[src/rtl/csfh_pkg.sv]
`default_nettype none

package csfh_pkg;

   // byte mapping
   localparam logic [7:0] BACKSLASH   = 8'h5C;
   localparam logic [7:0] SLASH_DELTA = 8'd45;
   localparam logic [7:0] FOLD_MASK   = 8'hDF;

   // running hash multiplier (27 significant bits)
   localparam logic [31:0] MUL_STATE = 32'h0633_D5F1;

   // word multiplier 0xFB8C4D96501 split at bit 32
   localparam logic [31:0] MUL_WORD_LO = 32'hC4D9_6501;
   localparam logic [11:0] MUL_WORD_HI = 12'hFB8;

   // length correction multiplier, its four-byte step and its weight at 2^32
   localparam logic [63:0] MUL_LENGTH  = 64'h00AE_5028_12AA_7333;
   localparam logic [63:0] LENGTH_STEP = MUL_LENGTH << 2;
   localparam logic [63:0] LENGTH_WRAP = MUL_LENGTH << 32;

   localparam int unsigned WORD_SHIFT = 24;

   typedef logic [1:0] byte_pos_type;

   // backslash to slash, then clear bit 5
   function automatic logic [7:0] fold_byte(input logic [7:0] b);
      logic [7:0] m;
      m = (b == BACKSLASH) ? (b - SLASH_DELTA) : b;
      return m & FOLD_MASK;
   endfunction

   // length correction for the bytes of the last word
   function automatic logic [63:0] tail_corr(input byte_pos_type pos);
      return MUL_LENGTH * {62'b0, pos};
   endfunction

endpackage

`default_nettype wire

[src/rtl/case_folding_string_guid_hash.sv]
`default_nettype none

// a result is valid once the item holding the terminator has passed stages a to d
// throughput: one item per cycle unless rsp_ready stalls; the hash recurrence closes
// in running_hash_ff (two 32-bit constant multiplies, three-input add, shift-xor fold)
// stages with no item in them fill while the result register waits
// reset: synchronous, clears all stage valids and the running hash, byte count and
// length correction; no clearing pass, the first item can be accepted right after reset
module case_folding_string_guid_hash (
   input  wire logic        clock,
   input  wire logic        reset,
   input  wire logic        req_valid,
   output logic             req_ready,
   input  wire logic [31:0] req_chars,
   output logic             rsp_valid,
   input  wire logic        rsp_ready,
   output logic [63:0]      rsp_hash,
   output logic [31:0]      rsp_length
);
   import csfh_pkg::*;

   // stage enables: a stage loads when it is empty or its successor loads
   logic en_a, en_b, en_c, en_d, en_o;

   // stage a: input register
   logic        va_ff;
   logic [31:0] a_chars_ff;

   // stage b: partial products of the folded word
   logic         vb_ff;
   logic [63:0]  b_plo_ff;
   logic [31:0]  b_phi_ff;
   logic         b_term_ff;
   byte_pos_type b_pos_ff;

   // stage c: shifted word term
   logic         vc_ff;
   logic [39:0]  c_word_ff;
   logic         c_term_ff;
   byte_pos_type c_pos_ff;

   // stage d: final sum and length of a finished string
   logic        vd_ff;
   logic [63:0] d_sum_ff;
   logic [63:0] d_corr_ff;
   logic [31:0] d_len_ff;

   // result register
   logic        vo_ff;
   logic [63:0] o_hash_ff;
   logic [31:0] o_len_ff;

   // per-string state
   logic [63:0] running_hash_ff, running_hash_in;
   logic [31:0] bytes_seen_ff, bytes_seen_in;
   logic [63:0] corr_ff, corr_in;    // MUL_LENGTH * bytes_seen, kept incrementally

   assign en_o = !vo_ff || rsp_ready;
   assign en_d = !vd_ff || en_o;
   assign en_c = !vc_ff || en_d;
   assign en_b = !vb_ff || en_c;
   assign en_a = !va_ff || en_b;
   assign req_ready = en_a;

   // ---------------------------------------------------------------------
   // stage a -> b: terminator search, mask, fold and word multiply
   // ---------------------------------------------------------------------
   logic [3:0]   nz;
   logic [3:0]   keep;
   logic [31:0]  folded;
   logic         a_term;
   byte_pos_type a_pos;
   logic [63:0]  a_plo;
   logic [31:0]  a_phi;

   always_comb begin
      for (int b = 0; b < 4; b++) begin
         nz[b] = (a_chars_ff[8*b +: 8] != 8'h00);
      end
      // a byte survives only if it and every byte before it are nonzero
      keep[0] = nz[0];
      keep[1] = keep[0] & nz[1];
      keep[2] = keep[1] & nz[2];
      keep[3] = keep[2] & nz[3];
      for (int b = 0; b < 4; b++) begin
         folded[8*b +: 8] = keep[b] ? fold_byte(a_chars_ff[8*b +: 8]) : 8'h00;
      end
      a_term = !keep[3];
      // lowest zero byte ends the string
      if (!nz[0]) begin
         a_pos = 2'd0;
      end else if (!nz[1]) begin
         a_pos = 2'd1;
      end else if (!nz[2]) begin
         a_pos = 2'd2;
      end else begin
         a_pos = 2'd3;
      end
      // word times 0xFB8C4D96501 as a full low product and a truncated high one
      a_plo = {32'b0, folded} * {32'b0, MUL_WORD_LO};
      a_phi = folded * {20'b0, MUL_WORD_HI};
   end

   // ---------------------------------------------------------------------
   // stage b -> c: combine partial products, keep bits 63:24
   // ---------------------------------------------------------------------
   logic [63:0] b_full;
   assign b_full = b_plo_ff + {b_phi_ff, 32'b0};

   // ---------------------------------------------------------------------
   // stage c -> d: hash recurrence, runs once per word
   // ---------------------------------------------------------------------
   logic [63:0] st_plo;
   logic [31:0] st_phi;
   logic [63:0] sum;
   logic        step;
   logic [31:0] len;
   logic        count_wrap;

   assign step   = vc_ff && en_d;
   assign st_plo = {32'b0, running_hash_ff[31:0]} * {32'b0, MUL_STATE};
   assign st_phi = running_hash_ff[63:32] * MUL_STATE;
   assign sum    = st_plo + {st_phi, 32'b0} + {24'b0, c_word_ff};
   assign len    = bytes_seen_ff + {30'b0, c_pos_ff};
   // byte count is a multiple of four, so it wraps when its upper bits are all ones
   assign count_wrap = &bytes_seen_ff[31:2];

   always_comb begin
      running_hash_in = running_hash_ff;
      bytes_seen_in   = bytes_seen_ff;
      corr_in         = corr_ff;
      if (step) begin
         if (c_term_ff) begin
            // string done: next word starts from cleared state
            running_hash_in = 64'b0;
            bytes_seen_in   = 32'b0;
            corr_in         = 64'b0;
         end else begin
            running_hash_in = sum ^ (sum >> 61);
            bytes_seen_in   = bytes_seen_ff + 32'd4;
            // on a count wrap the correction drops the 2^32 term as well
            corr_in         = corr_ff + LENGTH_STEP - (count_wrap ? LENGTH_WRAP : 64'b0);
         end
      end
   end

   // ---------------------------------------------------------------------
   // registers
   // ---------------------------------------------------------------------
   always_ff @(posedge clock) begin
      if (reset) begin
         va_ff           <= 1'b0;
         vb_ff           <= 1'b0;
         vc_ff           <= 1'b0;
         vd_ff           <= 1'b0;
         vo_ff           <= 1'b0;
         running_hash_ff <= 64'b0;
         bytes_seen_ff   <= 32'b0;
         corr_ff         <= 64'b0;
      end else begin
         if (en_a) va_ff <= req_valid;
         if (en_b) vb_ff <= va_ff;
         if (en_c) vc_ff <= vb_ff;
         // only a word holding the terminator yields a result
         if (en_d) vd_ff <= vc_ff && c_term_ff;
         if (en_o) vo_ff <= vd_ff;
         running_hash_ff <= running_hash_in;
         bytes_seen_ff   <= bytes_seen_in;
         corr_ff         <= corr_in;
      end
   end

   // payload registers, no reset
   always_ff @(posedge clock) begin
      if (en_a) begin
         a_chars_ff <= req_chars;
      end
      if (en_b) begin
         b_plo_ff  <= a_plo;
         b_phi_ff  <= a_phi;
         b_term_ff <= a_term;
         b_pos_ff  <= a_pos;
      end
      if (en_c) begin
         c_word_ff <= b_full[63:WORD_SHIFT];
         c_term_ff <= b_term_ff;
         c_pos_ff  <= b_pos_ff;
      end
      if (en_d) begin
         d_sum_ff  <= sum;
         d_corr_ff <= corr_ff + tail_corr(c_pos_ff);
         d_len_ff  <= len;
      end
      if (en_o) begin
         o_hash_ff <= d_sum_ff - d_corr_ff;
         o_len_ff  <= d_len_ff;
      end
   end

   assign rsp_valid  = vo_ff;
   assign rsp_hash   = o_hash_ff;
   assign rsp_length = o_len_ff;

   // ---------------------------------------------------------------------
   // assertions
   // ---------------------------------------------------------------------
   // with the result register empty the whole pipe can move
   a_ready_when_drained: assert property (@(posedge clock) disable iff (reset)
      !vo_ff |-> req_ready)
      else $error("input stalled with empty result register");

   // a finished string leaves cleared state behind
   a_clear_after_string: assert property (@(posedge clock) disable iff (reset)
      (step && c_term_ff) |=> (running_hash_ff == 64'b0 && bytes_seen_ff == 32'b0
                               && corr_ff == 64'b0))
      else $error("state not cleared after string");

   // each unterminated word adds four bytes
   a_count_step: assert property (@(posedge clock) disable iff (reset)
      (step && !c_term_ff) |=> (bytes_seen_ff == $past(bytes_seen_ff) + 32'd4))
      else $error("byte count did not advance by four");

   // correction register tracks the byte count
   a_corr_tracks: assert property (@(posedge clock) disable iff (reset)
      corr_ff == MUL_LENGTH * {32'b0, bytes_seen_ff})
      else $error("length correction out of step with byte count");

   // a pending string result holds while the result register is blocked
   a_d_hold: assert property (@(posedge clock) disable iff (reset)
      (vd_ff && !en_o) |=> (vd_ff && $stable(d_sum_ff) && $stable(d_len_ff)))
      else $error("pending result changed while stalled");

endmodule

`default_nettype wire

[config.mk]
export PLATFORM = sky130hd
export DESIGN_NAME = case_folding_string_guid_hash
export DESIGN_NICKNAME = d
export VERILOG_FILES = /design/src/rtl/csfh_pkg.sv /design/src/rtl/case_folding_string_guid_hash.sv
export SDC_FILE = /design/constraint.sdc
export NUM_CORES = 2
export LEC_CHECK = 0
export BUFFER_PORTS_ARGS = -buffer_cell sky130_fd_sc_hd__buf_2
export CAP_MARGIN = 20
export CORE_MARGIN = 5
export CORE_UTILIZATION = 40
export CTS_CLUSTER_SIZE = 14
export DETAILED_ROUTE_END_ITERATION = 7
export PLACE_DENSITY = 0.65
export SYNTH_ARGS = -nofsm -noshare
export SYNTH_HDL_FRONTEND = slang
export SYNTH_SLANG_ARGS = --single-unit
[constraint.sdc]
create_clock -name clock -period 11.1 [get_ports clock]
set_input_delay 2.22 -clock clock [delete_from_list [all_inputs] [get_ports clock]]
set_output_delay 2.22 -clock clock [all_outputs]
set_load 0.02 [all_outputs]
Yosys cells after proc, flatten, opt, wreduce, memory -nomap -nowiden
Index checks and enable logic that the tools add are counted.

cells by class
  multiplexer cells = 14
  add/sub/neg operators = 13
  equal/unequal tests = 4
  reductions and logical operators = 19
  bitwise gates (word level) = 4
  multipliers = 5

operators with widths
  kind                                                  count
  two-way mux 64 bit                                    2
  adder 59 x 64 -> 64 bit                               1
  adder 64 x 40 -> 64 bit                               1
  adder 64 x 58 -> 64 bit                               1
  adder 64 x 58 -> 64 bit (second input constant)       1
  adder 64 bit                                          1
  multiplier 32 x 32 -> 64 bit (second input constant)  1
  two-way mux 8 bit                                     8
  subtractor 64 x 61 -> 64 bit                          1
  subtractor 64 bit                                     1
  bitwise XOR 64 x 3 -> 64 bit                          1
  two-way mux 61 bit                                    1
  multiplier 32 x 27 -> 59 bit (second input constant)  1
  multiplier 56 x 2 -> 58 bit (first input constant)    1
  adder 32 x 2 -> 32 bit                                1
  adder 32 x 3 -> 32 bit (second input constant)        1
  equality test 8 x 7 -> 1 bit (second input constant)  4
  multiplier 32 x 27 -> 32 bit (second input constant)  1
  multiplier 32 x 9 -> 29 bit (second input constant)   1
  two-way mux 32 bit                                    1
  nonzero test 8 bit                                    4
  subtractor 8 x 6 -> 8 bit (second input constant)     4
  AND reduction 30 bit                                  1
  logical NOT 1 bit                                     6
  5 further kinds                                       13

storage, ports and cells
  word-level logic and storage cells = 81
  output and inout bits = 98
  flip-flop bits (word level) = 592
  input port bits = 36

Logic depth before layout (Yosys ltp)
  word-level depth = 6
  depth in mapped cells = 41
  gate-level depth less buffers = 41

Least setup slack after synthesis
OpenSTA, ideal clock, no wires.

  path type = register to register
  start point = reg running_hash_ff[42]
  end point = reg running_hash_ff[2]
  period minus slack after synthesis = 8912 ps
  data arrival time = 8787 ps
  buffers on the path = 0
  required time = 10976 ps
  setup slack = 2188 ps
  cell stages (with the launch flop) = 36
  library setup time = 124 ps
  cells stage by stage = dfxtp_1 -> fa_1 -> inv_1 -> fa_1 -> fa_1 -> fa_1 -> inv_1 -> fa_1 -> fa_1 -> inv_1 -> fa_1 -> inv_1 -> ha_1 -> or3_1 -> o311a_1 -> o21a_1 -> o21ai_1 -> nand2b_1 -> a21oi_1 -> xor2_1 -> fa_1 -> inv_1 -> ha_1 -> ha_1 -> ha_1 -> and3_1 -> nand2_1 -> inv_1 -> a221o_1 -> a21o_1 -> a21o_1 -> nor3_1 -> a21oi_1 -> xnor3_1 -> xnor2_1 -> o21ai_1

between the ends
  word-level cells in the longest chain between the ends = 5

ends and longest elaborated chain
  item                          RTL line                              RTL
  start: declaration            case_folding_string_guid_hash.sv:54   logic [63:0] running_hash_ff, running_hash_in;
  start signal: assignment      case_folding_string_guid_hash.sv:167  running_hash_ff <= running_hash_in;
  multiplier 32 x 27 -> 32 bit  case_folding_string_guid_hash.sv:122  assign st_phi = running_hash_ff[63:32] * MUL_STATE;
  adder 59 x 64 -> 64 bit       case_folding_string_guid_hash.sv:123  assign sum = st_plo + {st_phi, 32'b0} + {24'b0, c_word_ff};
  adder 64 x 40 -> 64 bit       case_folding_string_guid_hash.sv:123
  net sum[63]                   case_folding_string_guid_hash.sv:115  logic [63:0] sum;
  bitwise XOR 64 x 3 -> 64 bit  case_folding_string_guid_hash.sv:139  running_hash_in = sum ^ (sum >> 61);
  two-way mux 64 bit            case_folding_string_guid_hash.sv:133  if (c_term_ff) begin

The timed path passes the listed nets, and every way through them passes these cells.
A chain may end at the register's enable or synchronous reset.

Worst setup path after layout
  start point = reg running_hash_ff[38]
  end point = reg running_hash_ff[2]

Same word-level chain as after synthesis.

==> results.md <==
Setup path:
- In this run the worst setup path begins at running_hash_ff[38].
- The cell that appears most often on the critical path is sky130_fd_sc_hd__a21o_1.
- The arrival time reported for the critical path endpoint is 10.57 ns.
- In this run the worst path has a maximum fanout of 11.
- The largest incremental delay on the critical path is 0.58 ns.
- The most critical setup path has its endpoint at running_hash_ff[2].
- The critical path class is register to register.
- The worst setup path is launched from a register.
- The worst register-to-register path has a depth of 39.
- The required time of the worst setup path is roughly 12 ns.
- The element type at the critical path end is a register.
- For this design, the slowest cell found on the critical path is sky130_fd_sc_hd__dfxtp_1.
- The capturing point of the worst reg2reg path is running_hash_ff[2].
- The startpoint of the lowest-slack register-to-register path is running_hash_ff[38].
- The reg2reg setup slack is 1.08 ns.

Hold path:
- The tightest min-delay check is of the register to register type.
- The worst hold path begins at b_plo_ff[24].

Drt:
- For this run, design rule violations remaining after detail routing come to 0.
- Once detail routing completed, the nets flagged for antenna violations numbered 0.
- The violation count after the first detailed-route iteration is 2,598.
- The via count is 49,700.
- Dividing the detail-routed via count by the number of cells gives 5.01.
- The final routed wirelength across all metal layers is 187,000 um.
- For this run, the detailed router's first-pass iteration total came to 6.
- In the final routed layout, each cell accounts on average for 18.9 um.

Placement:
- The congestion estimate from routability-driven global placement came to around 0.94.
- The count of buffers added on input and output ports is roughly 130.
- The half-perimeter wire length after detailed placement is 159,000 um.
- Including well taps, the total number of placed cells is 9,810.

Flow run:
- The tool flagged a number of max-cap violations equal to 0.

Clock network:
- After clock tree synthesis, the clock-pin slew on the worst setup and hold paths is 0.07 ns.
- The CTS tree is yes.
- The number of setup buffers added after CTS is 0.
- The H-tree depth is 3.
- The longest clock path from root to sink contains 3 buffers.
- The number of hold buffers added after CTS was 0.
- The number of CTS-inserted buffers is 68.
- For the worst-skew pair, the clock arrives at the later sink with an insertion delay of 0.69 ns.
- The clock tree root driver cell is sky130_fd_sc_hd__clkbuf_16.
- The total of cells resized after clock tree synthesis is 0.
- The clock sink count is 563.

Finish:
- The library cell used most frequently in the layout, excluding fill and tap cells, is sky130_fd_sc_hd__inv_1.
- Leaving out filler cells and counting taps, the final layout contains between 9,000 and 10,000.
- In the layout the commonest cells are 1,938 x sky130_fd_sc_hd__inv_1, 1,245 x sky130_fd_sc_hd__ha_1, 999 x sky130_fd_sc_hd__fa_1, 402 x sky130_fd_sc_hd__edfxtp_1, 301 x sky130_fd_sc_hd__nor2_1.
- The core occupancy in the finished layout is about 44%.
- The final layout contains 9,696 nets.
- The number of antenna diodes is 0.
- The layout has 17,600 filler cells.
- The synthesis-to-layout area growth is 8.30%.
- In the final layout, the share of cells above drive strength 1 is approximately 4.8%.

Synthesis:
- The area fraction of the dominant cell type after synthesis is 27.2%.
- The average instance in the mapped netlist occupies 10.1 um^2.
- The count of different cell masters after synthesis is 84.
- Yosys mapped a number of flops with a built-in enable equal to 402.
- Synthesis inferred 563 register bits.
- In the synthesized netlist, the number of instances is 7,270.
- The async set or reset register ratio after synthesis is 0%.
- For this run, the number of Yosys warnings is 0.
- The biggest area consumer among synthesized cells is sky130_fd_sc_hd__fa_1.
- The flip-flop cell with the highest count after synthesis is sky130_fd_sc_hd__edfxtp_1.
- The area of the mapped netlist is 0.0736 mm^2.
- The proportion of synthesized chip area in sequential cells is 20.8%.
- Counting every net in the synthesized netlist gives 9,550.
- Yosys attributes the largest share of cell area to sky130_fd_sc_hd__fa_1 27%, sky130_fd_sc_hd__ha_1 21%, sky130_fd_sc_hd__edfxtp_1 16%, sky130_fd_sc_hd__inv_1 9.9%, sky130_fd_sc_hd__dfxtp_1 4.4%.

STA:
- The final worst-path cycle share is 90.3%.
- The number of hold violations in the final report came to 0.
- Setup repair after global routing left no endpoint under its margin.
- At the pin with the least slew margin, the transition time is around 1.1 ns.
- The number of max-slew violations in the final report is 0.
- The worst pin sits at a relative slew slack of 28.7%.
- The fmax is 99.8 MHz.
- Between clock sinks in the finished design, the worst skew comes to approximately 0.053 ns.
- The final setup violation count is 0.
- The minimum period implied by the final worst setup slack is 10.02 ns.
- Setup total negative slack on the finished layout was measured at 0 ns.

Floorplanning:
- For this configuration, the core starts out at a cell density of 40.2%.
- The number of placement rows is 157.
- The die outline area is 0.193 mm^2.
- 134 I/O pins were placed.
- The die outline width is 439 um.
- From bottom edge to top edge, the die measures about 440 um.
- In this run the standard cell core region covers about 0.18 mm^2.

Status:
- The run finished with clean final reports.

Global routing:
- The wire length of the first global-routing pass is between 200,000 and 300,000 um.
- Global routing used 19.7% of the available tracks across all layers.
- The number of global-route vias before repair came to 53,100.
- The number of antenna violations at the first check in global routing is 4.
- The total global routing overflow is 0.
- Entering global routing, the biggest net connects 75 pins.
## cell type report
class,instances,area (um^2),area share [%]
clock buffers,84,1840,2.31
multi-input cells,4648,50600,63.5
flip-flops and latches,563,15300,19.2
repair buffers,195,1130,1.42
inverters,1940,7280,9.14
well taps,2464,3080,3.87
clock inverters,41,443,0.556
## how the worst min path moves through the flow
stage | endpoint | slack, ns | cells past startpoint
3_3_place_gp | rsp_length[3] | 0.40 | 0
5_1_grt | rsp_length[21] | 0.42 | 0
4_1_cts | c_word_ff[0] | 0.41 | 0
6_report | c_word_ff[0] | 0.41 | 0
2_1_floorplan | c_pos_ff[0] | 0.40 | 0
3_5_place_dp | rsp_length[13] | 0.40 | 0
## flip-flops by register name (all words and copies together) (netlist names), 28 cells and up
| signal | cells |
|---|---|
| d_sum_ff | 64 |
| a_chars_ff | 32 |
| b_phi_ff | 28 |
| rsp_hash | 64 |
| c_word_ff | 40 |
| corr_ff | 62 |
| rsp_length | 32 |
| d_corr_ff | 64 |
| b_plo_ff | 41 |
| running_hash_ff | 64 |
| bytes_seen_ff | 30 |
| d_len_ff | 31 |
## cell usage after synthesis, types with 21 or more instances
cell	number
sky130_fd_sc_hd__a211oi_1	27
sky130_fd_sc_hd__a21o_1	171
sky130_fd_sc_hd__a21oi_1	288
sky130_fd_sc_hd__a22oi_1	73
sky130_fd_sc_hd__a31oi_1	32
sky130_fd_sc_hd__and2_1	24
sky130_fd_sc_hd__and3_1	35
sky130_fd_sc_hd__clkbuf_1	115
sky130_fd_sc_hd__dfxtp_1	161
sky130_fd_sc_hd__edfxtp_1	402
sky130_fd_sc_hd__fa_1	999
sky130_fd_sc_hd__ha_1	1245
sky130_fd_sc_hd__inv_1	1939
sky130_fd_sc_hd__nand2_1	220
sky130_fd_sc_hd__nand2b_1	46
sky130_fd_sc_hd__nand3_1	86
sky130_fd_sc_hd__nand4_1	51
sky130_fd_sc_hd__nor2_1	303
sky130_fd_sc_hd__nor2b_1	52
sky130_fd_sc_hd__nor3_1	52
sky130_fd_sc_hd__o211ai_1	24
sky130_fd_sc_hd__o21a_1	40
sky130_fd_sc_hd__o21ai_0	181
sky130_fd_sc_hd__o21bai_1	40
sky130_fd_sc_hd__or2_2	21
sky130_fd_sc_hd__or3_1	25
sky130_fd_sc_hd__xnor2_1	264
sky130_fd_sc_hd__xor2_1	127
## per-stage QoR
stage                     hold slack (ns)  instance area (um^2)  worst slack, ns
after floorplan                     0.400                 73600             2.19
after global placement              0.401                 77400             1.21
after CTS                           0.412                 79700             1.09
after detailed placement            0.405                 77400             1.15
final                               0.414                 79700             1.08
after global routing                0.424                 79700            0.558
## worst max-delay path: cells and delay by family, from the launching register on
kind | cells | cell delay [ns]
buf+inv | 5 | 0.45
fa+ha+maj | 12 | 4.71
flops | 1 | 0.58
xor+xnor | 3 | 0.66
simple gates | 3 | 0.29
compound gates | 16 | 3.16
## metal layers
| layer | share of wire [%] | vias to the layer above | track usage (%) | wire [um] |
|---|---|---|---|---|
| met1 | 45 | 24800 | 26.4 | 83800 |
| li1 | - | 23700 | - | - |
| met3 | 4.6 | 246 | 2.71 | 8590 |
| met2 | 48 | 1039 | 33.9 | 90300 |
| met4 | 2.6 | 0 | 4.66 | 4790 |
| met5 | 0 | - | 0 | 0 |
## logic make-up after synthesis
group	after synthesis	share of synthesized area (%)
other	1	0.00510
xor gates and xnor gates	392	4.68
muxes	3	0.0408
buffers and inverters	2059	10.5
AOI/OAI and AO/OA	1048	9.37
and+or+nand+nor	960	6.26
adders and majority gates	2244	48.4
DFF	563	20.8
Power is left out: the tool's default activity adds up to more than one toggle a clock period on the data nets, which glitch-free logic cannot reach.
